<file path="src/design/dem_pkg.sv">
// ----------------------------------------------------------------------------
// dem_pkg: shared types and constants for the disparity error metrics block
// Widths, payload structs and the saturating counter step.
// ----------------------------------------------------------------------------
`default_nettype none

package dem_pkg;

	localparam int DISP_W           = 16;
	localparam int SQ_W             = 2 * DISP_W;
	localparam int SUM_W            = 56;
	localparam int ROOT_W           = SUM_W / 2;
	localparam int CNT_W            = 23;
	localparam int MAX_FRAME_PIXELS = 4194304;
	localparam int PCT_SCALE        = 10000;
	localparam int PCT_W            = 14;
	localparam int PROD_W           = CNT_W + PCT_W;
	localparam int RMS_W            = 16;
	localparam int MASK_W           = 8;
	localparam int DIV_ITER_W       = $clog2(SUM_W);
	localparam int SQRT_ITER_W      = $clog2(ROOT_W);

	localparam logic [MASK_W-1:0] MASK_SKIP  = 8'hFF;
	localparam logic [DISP_W-1:0] THR_RESET  = 16'd16;

	typedef struct packed {
		logic [DISP_W-1:0] measured_disparity;
		logic [DISP_W-1:0] true_disparity;
		logic [MASK_W-1:0] mask_value;
		logic              last_pixel;
	} pixel_t;

	typedef struct packed {
		logic [RMS_W-1:0] rms_error;
		logic [PCT_W-1:0] bad_percent_hundredths;
		logic [CNT_W-1:0] bad_pixel_count;
		logic [CNT_W-1:0] evaluated_pixel_count;
		logic             no_evaluated_pixels;
		logic             sum_saturated;
	} metrics_t;

	typedef struct packed {
		logic [SUM_W-1:0] sum;
		logic             saturated;
		logic [CNT_W-1:0] bad;
		logic [CNT_W-1:0] evaluated;
		logic [CNT_W-1:0] pixels;
		logic             busy;
	} accum_status_t;

	function automatic logic [CNT_W-1:0] count_up(input logic [CNT_W-1:0] c);
		return (c < CNT_W'(MAX_FRAME_PIXELS)) ? c + CNT_W'(1) : c;
	endfunction

endpackage

`default_nettype wire

</file>
<file path="src/design/dem_accum.sv">
// ----------------------------------------------------------------------------
// dem_accum: per-pixel accumulation pipeline
// Absolute error, square and saturating sum, plus the frame counters.
// ----------------------------------------------------------------------------
`default_nettype none

module dem_accum (
	input  wire logic                    clk,
	input  wire logic                    arst_n,
	input  wire logic                    accept,
	input  wire dem_pkg::pixel_t         pixel,
	input  wire logic [dem_pkg::DISP_W-1:0] threshold,
	input  wire logic                    clear,
	output dem_pkg::accum_status_t       status
);
	import dem_pkg::*;

	logic              valid_s1;
	logic              keep_s1;
	logic [DISP_W-1:0] err_s1;
	logic              valid_s2;
	logic [SQ_W-1:0]   sq_s2;

	logic [SUM_W-1:0]  sum_q;
	logic              sat_q;
	logic [CNT_W-1:0]  bad_q;
	logic [CNT_W-1:0]  eval_q;
	logic [CNT_W-1:0]  pix_q;

	logic [DISP_W-1:0] err_in;
	logic [SUM_W:0]    sum_ext;

	assign err_in = (pixel.measured_disparity >= pixel.true_disparity)
		? pixel.measured_disparity - pixel.true_disparity
		: pixel.true_disparity - pixel.measured_disparity;

	// carry out of the add means the sum passed its ceiling
	assign sum_ext = {1'b0, sum_q} + (SUM_W+1)'(sq_s2);

	always_ff @(posedge clk or negedge arst_n) begin
		if (!arst_n) begin
			valid_s1 <= 1'b0;
			valid_s2 <= 1'b0;
			sum_q    <= '0;
			sat_q    <= 1'b0;
			bad_q    <= '0;
			eval_q   <= '0;
			pix_q    <= '0;
		end else begin
			valid_s1 <= accept;
			valid_s2 <= valid_s1 && keep_s1;
			if (clear) begin
				sum_q  <= '0;
				sat_q  <= 1'b0;
				bad_q  <= '0;
				eval_q <= '0;
				pix_q  <= '0;
			end else begin
				if (accept) begin
					pix_q <= count_up(pix_q);
				end
				if (valid_s1 && keep_s1) begin
					eval_q <= count_up(eval_q);
					if (err_s1 > threshold) begin
						bad_q <= count_up(bad_q);
					end
				end
				if (valid_s2) begin
					if (sum_ext[SUM_W]) begin
						sum_q <= '1;
						sat_q <= 1'b1;
					end else begin
						sum_q <= sum_ext[SUM_W-1:0];
					end
				end
			end
		end
	end

	always_ff @(posedge clk) begin
		err_s1  <= err_in;
		keep_s1 <= (pixel.mask_value != MASK_SKIP);
		sq_s2   <= err_s1 * err_s1;
	end

	assign status.sum       = sum_q;
	assign status.saturated = sat_q;
	assign status.bad       = bad_q;
	assign status.evaluated = eval_q;
	assign status.pixels    = pix_q;
	assign status.busy      = valid_s1 || valid_s2;

endmodule

`default_nettype wire

</file>
<file path="src/design/dem_divider.sv">
// ----------------------------------------------------------------------------
// dem_divider: bit-serial restoring divider
// One quotient bit per cycle; dividend shifts out as quotient shifts in.
// ----------------------------------------------------------------------------
`default_nettype none

module dem_divider (
	input  wire logic                      clk,
	input  wire logic                      arst_n,
	input  wire logic                      start,
	input  wire logic [dem_pkg::SUM_W-1:0] dividend,
	input  wire logic [dem_pkg::CNT_W-1:0] divisor,
	output logic                           done,
	output logic [dem_pkg::SUM_W-1:0]      quotient
);
	import dem_pkg::*;

	logic                  busy_q;
	logic                  done_q;
	logic [DIV_ITER_W-1:0] iter_q;
	logic [SUM_W-1:0]      quo_q;
	logic [CNT_W-1:0]      rem_q;
	logic [CNT_W-1:0]      dvs_q;

	logic [CNT_W:0]        trial;
	logic                  fits;

	assign trial = {rem_q, quo_q[SUM_W-1]};
	assign fits  = (trial >= {1'b0, dvs_q});

	always_ff @(posedge clk or negedge arst_n) begin
		if (!arst_n) begin
			busy_q <= 1'b0;
			done_q <= 1'b0;
			iter_q <= '0;
		end else begin
			// pulse done after the last quotient bit
			done_q <= busy_q && !start && (iter_q == '0);
			if (start) begin
				busy_q <= 1'b1;
				iter_q <= DIV_ITER_W'(SUM_W - 1);
			end else if (busy_q) begin
				iter_q <= iter_q - DIV_ITER_W'(1);
				if (iter_q == '0) begin
					busy_q <= 1'b0;
				end
			end
		end
	end

	always_ff @(posedge clk) begin
		if (start) begin
			quo_q <= dividend;
			rem_q <= '0;
			dvs_q <= divisor;
		end else if (busy_q) begin
			quo_q <= {quo_q[SUM_W-2:0], fits};
			rem_q <= fits ? CNT_W'(trial - {1'b0, dvs_q}) : trial[CNT_W-1:0];
		end
	end

	assign done     = done_q;
	assign quotient = quo_q;

endmodule

`default_nettype wire

</file>
<file path="src/design/dem_sqrt.sv">
// ----------------------------------------------------------------------------
// dem_sqrt: digit-serial integer square root
// Two radicand bits per cycle, one root bit per cycle, floor result.
// ----------------------------------------------------------------------------
`default_nettype none

module dem_sqrt (
	input  wire logic                       clk,
	input  wire logic                       arst_n,
	input  wire logic                       start,
	input  wire logic [dem_pkg::SUM_W-1:0]  radicand,
	output logic                            done,
	output logic [dem_pkg::ROOT_W-1:0]      root
);
	import dem_pkg::*;

	logic                   busy_q;
	logic                   done_q;
	logic [SQRT_ITER_W-1:0] iter_q;
	logic [SUM_W-1:0]       val_q;
	logic [ROOT_W+1:0]      rem_q;
	logic [ROOT_W-1:0]      root_q;

	logic [ROOT_W+1:0]      shifted;
	logic [ROOT_W+1:0]      trial;
	logic                   fits;

	assign shifted = {rem_q[ROOT_W-1:0], val_q[SUM_W-1 -: 2]};
	assign trial   = {root_q, 2'b01};
	assign fits    = (shifted >= trial);

	always_ff @(posedge clk or negedge arst_n) begin
		if (!arst_n) begin
			busy_q <= 1'b0;
			done_q <= 1'b0;
			iter_q <= '0;
		end else begin
			// pulse done after the last root bit
			done_q <= busy_q && !start && (iter_q == '0);
			if (start) begin
				busy_q <= 1'b1;
				iter_q <= SQRT_ITER_W'(ROOT_W - 1);
			end else if (busy_q) begin
				iter_q <= iter_q - SQRT_ITER_W'(1);
				if (iter_q == '0) begin
					busy_q <= 1'b0;
				end
			end
		end
	end

	always_ff @(posedge clk) begin
		if (start) begin
			val_q  <= radicand;
			rem_q  <= '0;
			root_q <= '0;
		end else if (busy_q) begin
			val_q  <= {val_q[SUM_W-3:0], 2'b00};
			rem_q  <= fits ? shifted - trial : shifted;
			root_q <= {root_q[ROOT_W-2:0], fits};
		end
	end

	assign done = done_q;
	assign root = root_q;

endmodule

`default_nettype wire

</file>
<file path="src/design/disparity_error_metrics.sv">
// ----------------------------------------------------------------------------
// disparity_error_metrics: stereo disparity RMS error and bad-pixel rate
// Frame statistics over a pixel stream, one result transaction per frame.
// ----------------------------------------------------------------------------
// Within a frame the block takes one pixel transaction per cycle: a short
// pipeline forms |measured - true|, squares it and adds it into a 56-bit
// saturating sum, while the bad, evaluated and total pixel counters advance
// (each saturating at MAX_FRAME_PIXELS). Pixels with mask 255 only bump the
// total count. After the pixel transaction that carries last_pixel, in_ready
// stays low while the frame is closed out: the pipeline drains, the
// bit-serial divider divides the sum by the total pixel count, the
// two-bits-per-cycle square root takes its root, the bad * 10000 product
// is formed and divided by the evaluated count (skipped when every pixel
// was masked), and then the result register is loaded. Both divides use
// the one shared divider, and close-out takes longer while the previous
// result is still unread. The result then waits in its own register, so
// the next frame streams in while out_valid is pending. The threshold
// register resets to 16 (1.0 in Q12.4); write it only while idle.
// ----------------------------------------------------------------------------
`default_nettype none

module disparity_error_metrics (
	input  wire logic                        clk,
	input  wire logic                        arst_n,
	input  wire logic                        in_valid,
	output logic                             in_ready,
	input  wire dem_pkg::pixel_t             in_data,
	output logic                             out_valid,
	input  wire logic                        out_ready,
	output dem_pkg::metrics_t                out_data,
	input  wire logic                        cfg_valid,
	output logic                             cfg_ready,
	input  wire logic [dem_pkg::DISP_W-1:0]  cfg_data
);
	import dem_pkg::*;

	typedef enum logic [2:0] {
		S_ACCUM,
		S_DRAIN,
		S_DIV_RMS,
		S_SQRT,
		S_PCT_MUL,
		S_PCT_START,
		S_PCT_DIV,
		S_EMIT
	} state_t;

	state_t            state_q;
	logic [DISP_W-1:0] thr_q;
	logic [RMS_W-1:0]  rms_q;
	logic [PCT_W-1:0]  pct_q;
	logic [PROD_W-1:0] prod_q;
	logic              out_valid_q;
	metrics_t          out_data_q;

	accum_status_t     acc;
	logic              accept;
	logic              clear;
	logic              slot_free;

	logic              div_start;
	logic [SUM_W-1:0]  div_dividend;
	logic [CNT_W-1:0]  div_divisor;
	logic              div_done;
	logic [SUM_W-1:0]  div_quotient;

	logic              sqrt_start;
	logic              sqrt_done;
	logic [ROOT_W-1:0] sqrt_root;

	assign in_ready  = (state_q == S_ACCUM);
	assign accept    = in_valid && in_ready;
	assign cfg_ready = 1'b1;
	assign slot_free = !out_valid_q || out_ready;
	// drop the frame totals as the result is loaded
	assign clear     = (state_q == S_EMIT) && slot_free;

	// one divider serves both the mean square and the percentage
	assign div_start    = ((state_q == S_DRAIN) && !acc.busy)
		|| ((state_q == S_PCT_START) && (acc.evaluated != '0));
	assign div_dividend = (state_q == S_DRAIN) ? acc.sum : SUM_W'(prod_q);
	assign div_divisor  = (state_q == S_DRAIN) ? acc.pixels : acc.evaluated;

	assign sqrt_start = (state_q == S_DIV_RMS) && div_done;

	dem_accum u_accum (
		.clk       (clk),
		.arst_n    (arst_n),
		.accept    (accept),
		.pixel     (in_data),
		.threshold (thr_q),
		.clear     (clear),
		.status    (acc)
	);

	dem_divider u_divider (
		.clk      (clk),
		.arst_n   (arst_n),
		.start    (div_start),
		.dividend (div_dividend),
		.divisor  (div_divisor),
		.done     (div_done),
		.quotient (div_quotient)
	);

	dem_sqrt u_sqrt (
		.clk      (clk),
		.arst_n   (arst_n),
		.start    (sqrt_start),
		.radicand (div_quotient),
		.done     (sqrt_done),
		.root     (sqrt_root)
	);

	// threshold register
	always_ff @(posedge clk or negedge arst_n) begin
		if (!arst_n) begin
			thr_q <= THR_RESET;
		end else if (cfg_valid && cfg_ready) begin
			thr_q <= cfg_data;
		end
	end

	// frame close-out sequencer and result register
	always_ff @(posedge clk or negedge arst_n) begin
		if (!arst_n) begin
			state_q     <= S_ACCUM;
			out_valid_q <= 1'b0;
		end else begin
			// a result taken while the next one loads stays valid
			if (out_valid_q && out_ready && !clear) begin
				out_valid_q <= 1'b0;
			end
			unique case (state_q)
				S_ACCUM: begin
					if (accept && in_data.last_pixel) begin
						state_q <= S_DRAIN;
					end
				end
				S_DRAIN: begin
					if (!acc.busy) begin
						state_q <= S_DIV_RMS;
					end
				end
				S_DIV_RMS: begin
					if (div_done) begin
						state_q <= S_SQRT;
					end
				end
				S_SQRT: begin
					if (sqrt_done) begin
						rms_q   <= sqrt_root[RMS_W-1:0];
						state_q <= S_PCT_MUL;
					end
				end
				S_PCT_MUL: begin
					prod_q  <= PROD_W'(acc.bad) * PROD_W'(PCT_SCALE);
					state_q <= S_PCT_START;
				end
				S_PCT_START: begin
					if (acc.evaluated != '0) begin
						state_q <= S_PCT_DIV;
					end else begin
						pct_q   <= '0;
						state_q <= S_EMIT;
					end
				end
				S_PCT_DIV: begin
					if (div_done) begin
						pct_q   <= div_quotient[PCT_W-1:0];
						state_q <= S_EMIT;
					end
				end
				S_EMIT: begin
					if (slot_free) begin
						out_valid_q                           <= 1'b1;
						out_data_q.rms_error                  <= rms_q;
						out_data_q.bad_percent_hundredths     <= pct_q;
						out_data_q.bad_pixel_count            <= acc.bad;
						out_data_q.evaluated_pixel_count      <= acc.evaluated;
						out_data_q.no_evaluated_pixels        <= (acc.evaluated == '0);
						out_data_q.sum_saturated              <= acc.saturated;
						state_q                               <= S_ACCUM;
					end
				end
				default: begin
					state_q <= S_ACCUM;
				end
			endcase
		end
	end

	assign out_valid = out_valid_q;
	assign out_data  = out_data_q;

	// bad pixels are a subset of evaluated pixels
	a_bad_le_eval: assert property (@(posedge clk) disable iff (!arst_n)
		acc.bad <= acc.evaluated)
		else $error("bad count exceeds evaluated count");

	// evaluated pixels never outnumber all pixels
	a_eval_le_pix: assert property (@(posedge clk) disable iff (!arst_n)
		acc.evaluated <= acc.pixels)
		else $error("evaluated count exceeds pixel count");

	// the divider only starts once the pipeline has drained
	a_start_drained: assert property (@(posedge clk) disable iff (!arst_n)
		div_start |-> !acc.busy)
		else $error("division started with pixels in flight");

	// loading a result leaves the frame totals cleared
	a_clear_after_emit: assert property (@(posedge clk) disable iff (!arst_n)
		clear |=> (acc.pixels == '0) && (acc.sum == '0) && out_valid_q)
		else $error("frame state not cleared after result load");

endmodule

`default_nettype wire
</file>
<file path="config.mk">
export PLATFORM = sky130hd
export DESIGN_NAME = disparity_error_metrics
export DESIGN_NICKNAME = d
export VERILOG_FILES = /design/src/design/dem_pkg.sv /design/src/design/dem_accum.sv /design/src/design/dem_divider.sv /design/src/design/dem_sqrt.sv /design/src/design/disparity_error_metrics.sv
export SDC_FILE = /design/constraint.sdc
export NUM_CORES = 2
export LEC_CHECK = 0
export BUFFER_PORTS_ARGS = -buffer_cell sky130_fd_sc_hd__buf_2
export CAP_MARGIN = 10
export CELL_PAD_IN_SITES_DETAIL_PLACEMENT = 1
export CELL_PAD_IN_SITES_GLOBAL_PLACEMENT = 1
export CORE_AREA = 4 4 476 290
export CTS_BUF_LIST = sky130_fd_sc_hd__clkbuf_4
export CTS_CLUSTER_SIZE = 28
export DETAILED_ROUTE_END_ITERATION = 16
export DIE_AREA = 0 0 480 294
export GPL_TIMING_DRIVEN = 0
export HOLD_SLACK_MARGIN = 0.12
export MAX_ROUTING_LAYER = met4
export PLACE_DENSITY_LB_ADDON = 0.15
export SLEW_MARGIN = 20
export SYNTH_ARGS = -nofsm -noshare
export SYNTH_HDL_FRONTEND = slang
export SYNTH_SLANG_ARGS = --single-unit
</file>
<file path="constraint.sdc">
create_clock -name clk -period 9.8 [get_ports clk]
set_input_delay 0.49 -clock clk [delete_from_list [all_inputs] [get_ports clk]]
set_output_delay 0.49 -clock clk [all_outputs]
set_load 0.005 [all_outputs]
</file>
==> flow_metrics.py <==
metrics = {
    "cells_and_area": {
        "nets": 5192,
        "syn2layout_area_growth_pct": 16.32,
        "drive_gt1_share_pct": 10.99,
    },
    "timing": {
        "relSlewSlack_pct": 25.94,
        "rsz0062_at_grt": "false",
        "period_share_pct": 79.58,
        "tightestPinTransition_ns": 1.101,
        "max_freq_mhz": 128.2,
        "setup_tns_ns": 0,
        "slew_violations": 0,
        "finalSetupViolations": 0,
        "post-route-min-period_ns": 7.799,
        "hold_violations": 0,
        "fin_skew_ns": 0.08309,
    },
    "hold_path": {
        "min_path_type": "in -> reg",
    },
    "synthesis": {
        "yosys.area.top_type": "edfxtp_1",
        "synth-main-ff-cell": "edfxtp_1",
        "synth_top_family_by_area": "adder cells",
        "synthTopCellsByArea": "edfxtp_1, ha_1, fa_1",
        "synthArstFlopShare_pct": 28.80,
        "syn_area_mm2": 0.03986,
        "synthSimpleGateAreaFrac_pct": 13.60,
        "ys_types": 95,
        "synth_top_area_share_pct": 20.79,
        "synth-compound-area-share_pct": 11.87,
        "synthMuxAreaShare_pct": 3.343,
        "synthAdderAreaFrac_pct": 22.41,
        "syn_inst": 4120,
        "ys_seq_elements": 566,
        "ys_seq_area_share_pct": 37.41,
        "postSynthAreaPerCell_um2": 9.674,
        "yosys.area_share.xor_xnor_pct": 4.439,
        "synth_nets": 4762,
        "synth-warning-count": 0,
        "synth-edff-count": 276,
    },
    "floorplanning": {
        "core_area_mm2": 0.1334,
        "initial_core_util_pct": 29.88,
        "row_count": 104,
        "ios": 143,
        "die_w_um": 480,
        "dieArea_mm2": 0.1411,
        "die_h_um": 294,
    },
    "grt": {
        "track_usage_pct": 17.88,
        "grt-ovfl-total": 0,
        "antenna_found_initial": 8,
        "grt_pass1_wl_um": 191400,
        "grt_pass1_vias": 32010,
        "grt_max_degree": 81,
    },
    "cts": {
        "numClockSinks": 566,
        "root_buffer": "clkbuf_4",
        "htree_num_levels": 4,
        "hold_buffers": 126,
        "insertion_delay_ns": 1.10,
        "cts_buffer_depth": 3,
        "cts_buffers": 153,
        "clk_pin_slew_ns": 0.08,
        "cts_tree": "yes",
        "cts_setup_buffers": 0,
        "cts_resized": 0,
    },
    "critical_path": {
        "end_kind": "flop",
        "worstSetupPathType": "reg -> reg",
        "crit_required_ns": 10.74,
        "cp-start-kind": "flop",
        "arrival_ns": 8.74,
        "worstPathMaxFanout": 10,
    },
    "run_status": {
        "outcome": "completed",
    },
    "routing": {
        "initialDrtViolationCount": 1883,
        "route.detailed.drc": 0,
        "vias_per_cell": 4.734,
        "via_count": 30720,
        "drtPass1Iterations": 5,
        "antenna_left": 0,
        "routedWlPerCell_um": 18.69,
        "totalWireLength_um": 121300,
    },
    "flow_run": {
        "drv_cap": 0,
    },
    "place": {
        "port_buffers": 141,
        "place_congestion": 0.8137,
        "hpwlAfterDp_um": 94110,
    },
}
worst paths after layout:
check	to	slack (ns)	from	depth (start not counted)
max	u_accum.sq_s2[30]	2.00	u_accum.err_s1[4]	22
min	u_accum.valid_s1	0.37	in_valid	3
max reg2reg	u_accum.sq_s2[30]	2.00	u_accum.err_s1[4]	22
min reg2reg	out_data[64]	0.41	rms_q[2]	0
max in group asynchronous	u_accum.pix_q[17]	7.65	arst_n	5
min in group asynchronous	thr_q[1]	0.69	arst_n	3
layer usage:
metal | wire, um | vias up | track usage, %
li1 | - | 14900 | -
met1 | 68440 | 15230 | 28.41
met2 | 45360 | 471 | 22.75
met3 | 5874 | 124 | 3.518
met4 | 1591 | 0 | 3.711
met5 | 0 | - | -
cell type report:
| class | instances | area (um2) |
|---|---|---|
| Tap cell | 1802 | 2255 |
| Clock inverter | 48 | 274.0 |
| Clock buffer | 235 | 1764 |
| Antenna cell | 10 | 25.02 |
| Buffer | 148 | 628.1 |
| Fill cell | 15370 | 87020 |
| Inverter | 568 | 2135 |
| Multi-Input combinational cell | 2838 | 22210 |
| Timing Repair Buffer | 275 | 2161 |
| Sequential cell | 566 | 14910 |
registers in the layout, summed over array words and instances, names as in the netlist, 28 cells and up:
name	cells
prod_q	33
u_accum.sum_q	56
u_sqrt.root	28
u_divider.quotient	56
u_sqrt.rem_q	28
out_data	78
u_accum.sq_s2	31
u_sqrt.val_q	56
layout by cell type (no fill, tap or decap), types with 13 or more instances in the layout:
| cell | n |
|---|---|
| nand2_1 | 514 |
| ha_1 | 357 |
| clkbuf_1 | 113 |
| nor2b_1 | 34 |
| o21bai_1 | 16 |
| a21oi_1 | 227 |
| nand4_1 | 39 |
| a31oi_1 | 26 |
| dlygate4sd3_1 | 126 |
| o21ai_1 | 22 |
| edfxtp_1 | 276 |
| clkbuf_4 | 235 |
| o211ai_1 | 13 |
| nor3_1 | 64 |
| buf_2 | 162 |
| dfrtp_1 | 162 |
| or3_1 | 26 |
| clkinv_1 | 31 |
| mux2i_1 | 105 |
| a211oi_1 | 35 |
| fa_1 | 223 |
| and2_1 | 62 |
| o21ai_0 | 196 |
| nand2b_1 | 31 |
| xnor2_1 | 112 |
| mux2_2 | 25 |
| a21o_1 | 66 |
| nand3_1 | 63 |
| dfxtp_1 | 127 |
| inv_1 | 565 |
| and3_1 | 53 |
| o21a_1 | 25 |
| nor2_1 | 220 |
| xor2_1 | 90 |
synthesized netlist by cell type, types with 6 or more instances:
library cell / n
or3_1: 26
o21ai_0: 196
buf_4: 6
o21a_1: 25
a21boi_0: 10
nand3_1: 63
edfxtp_1: 276
nor3_1: 65
mux2_2: 25
ha_1: 357
o21ai_1: 23
dfxtp_1: 127
nor3b_1: 8
inv_1: 566
nor4_1: 11
fa_1: 223
a21o_1: 66
a31oi_1: 26
xor2_1: 90
nand2_1: 515
buf_2: 22
a211o_1: 6
nor2_1: 221
a211oi_1: 35
nand4_1: 39
dfrtp_1: 162
mux2i_1: 105
clkbuf_1: 113
and3_1: 54
xnor2_1: 112
and4_1: 10
o21bai_1: 16
o211ai_1: 13
or2_2: 8
a311oi_1: 9
o31ai_1: 10
nor2b_1: 34
a21oi_2: 7
and2_1: 63
nand3b_1: 6
nand2b_1: 31
a21oi_1: 227
per-stage QoR:
step / hold WS [ns] / utilization, % / instances / worst slack [ns] / instance area, um2
global route: 0.2276 / 34.75 / 6485 / 1.519 / 46350
global placement: 0.4005 / 32.10 / 6063 / 1.909 / 42820
detailed placement: 0.3234 / 32.27 / 6071 / 1.933 / 43040
CTS: 0.1914 / 34.74 / 6480 / 1.929 / 46340
floorplan: 0.1944 / - / 4120 / 3.571 / 39860
finish: 0.3703 / 34.76 / 6490 / 2.001 / 46360
worst max-delay path: stages (launching register included):
cell and delay [ns]:
dfxtp_1 0.54, clkbuf_1 0.50, clkbuf_1 0.68, nand2_1 0.19, fa_1 0.60, fa_1 0.56
inv_1 0.06, fa_1 0.53, fa_1 0.44, fa_1 0.55, inv_1 0.06, fa_1 0.53
inv_1 0.04, ha_1 0.36, o21ai_0 0.12, nand2b_1 0.08, a21oi_1 0.08, nand3b_1 0.19
o311ai_1 0.33, o211ai_1 0.37, o31ai_1 0.56, a311oi_1 0.18, xnor2_1 0.15
cells by family (layout without fill, tap and decap cells):
logic type | Yosys count | after routing
simple gates | 1172 | 1172
compound gates | 753 | 753
buf+inv | 716 | 1274
fa+ha+maj | 580 | 580
flops | 566 | 566
xor+xnor | 202 | 202
mux | 130 | 130
other cells | 1 | 11
Power is not shown: default switching activity piles up to over one toggle a cycle in this logic, so the estimate is an artifact.
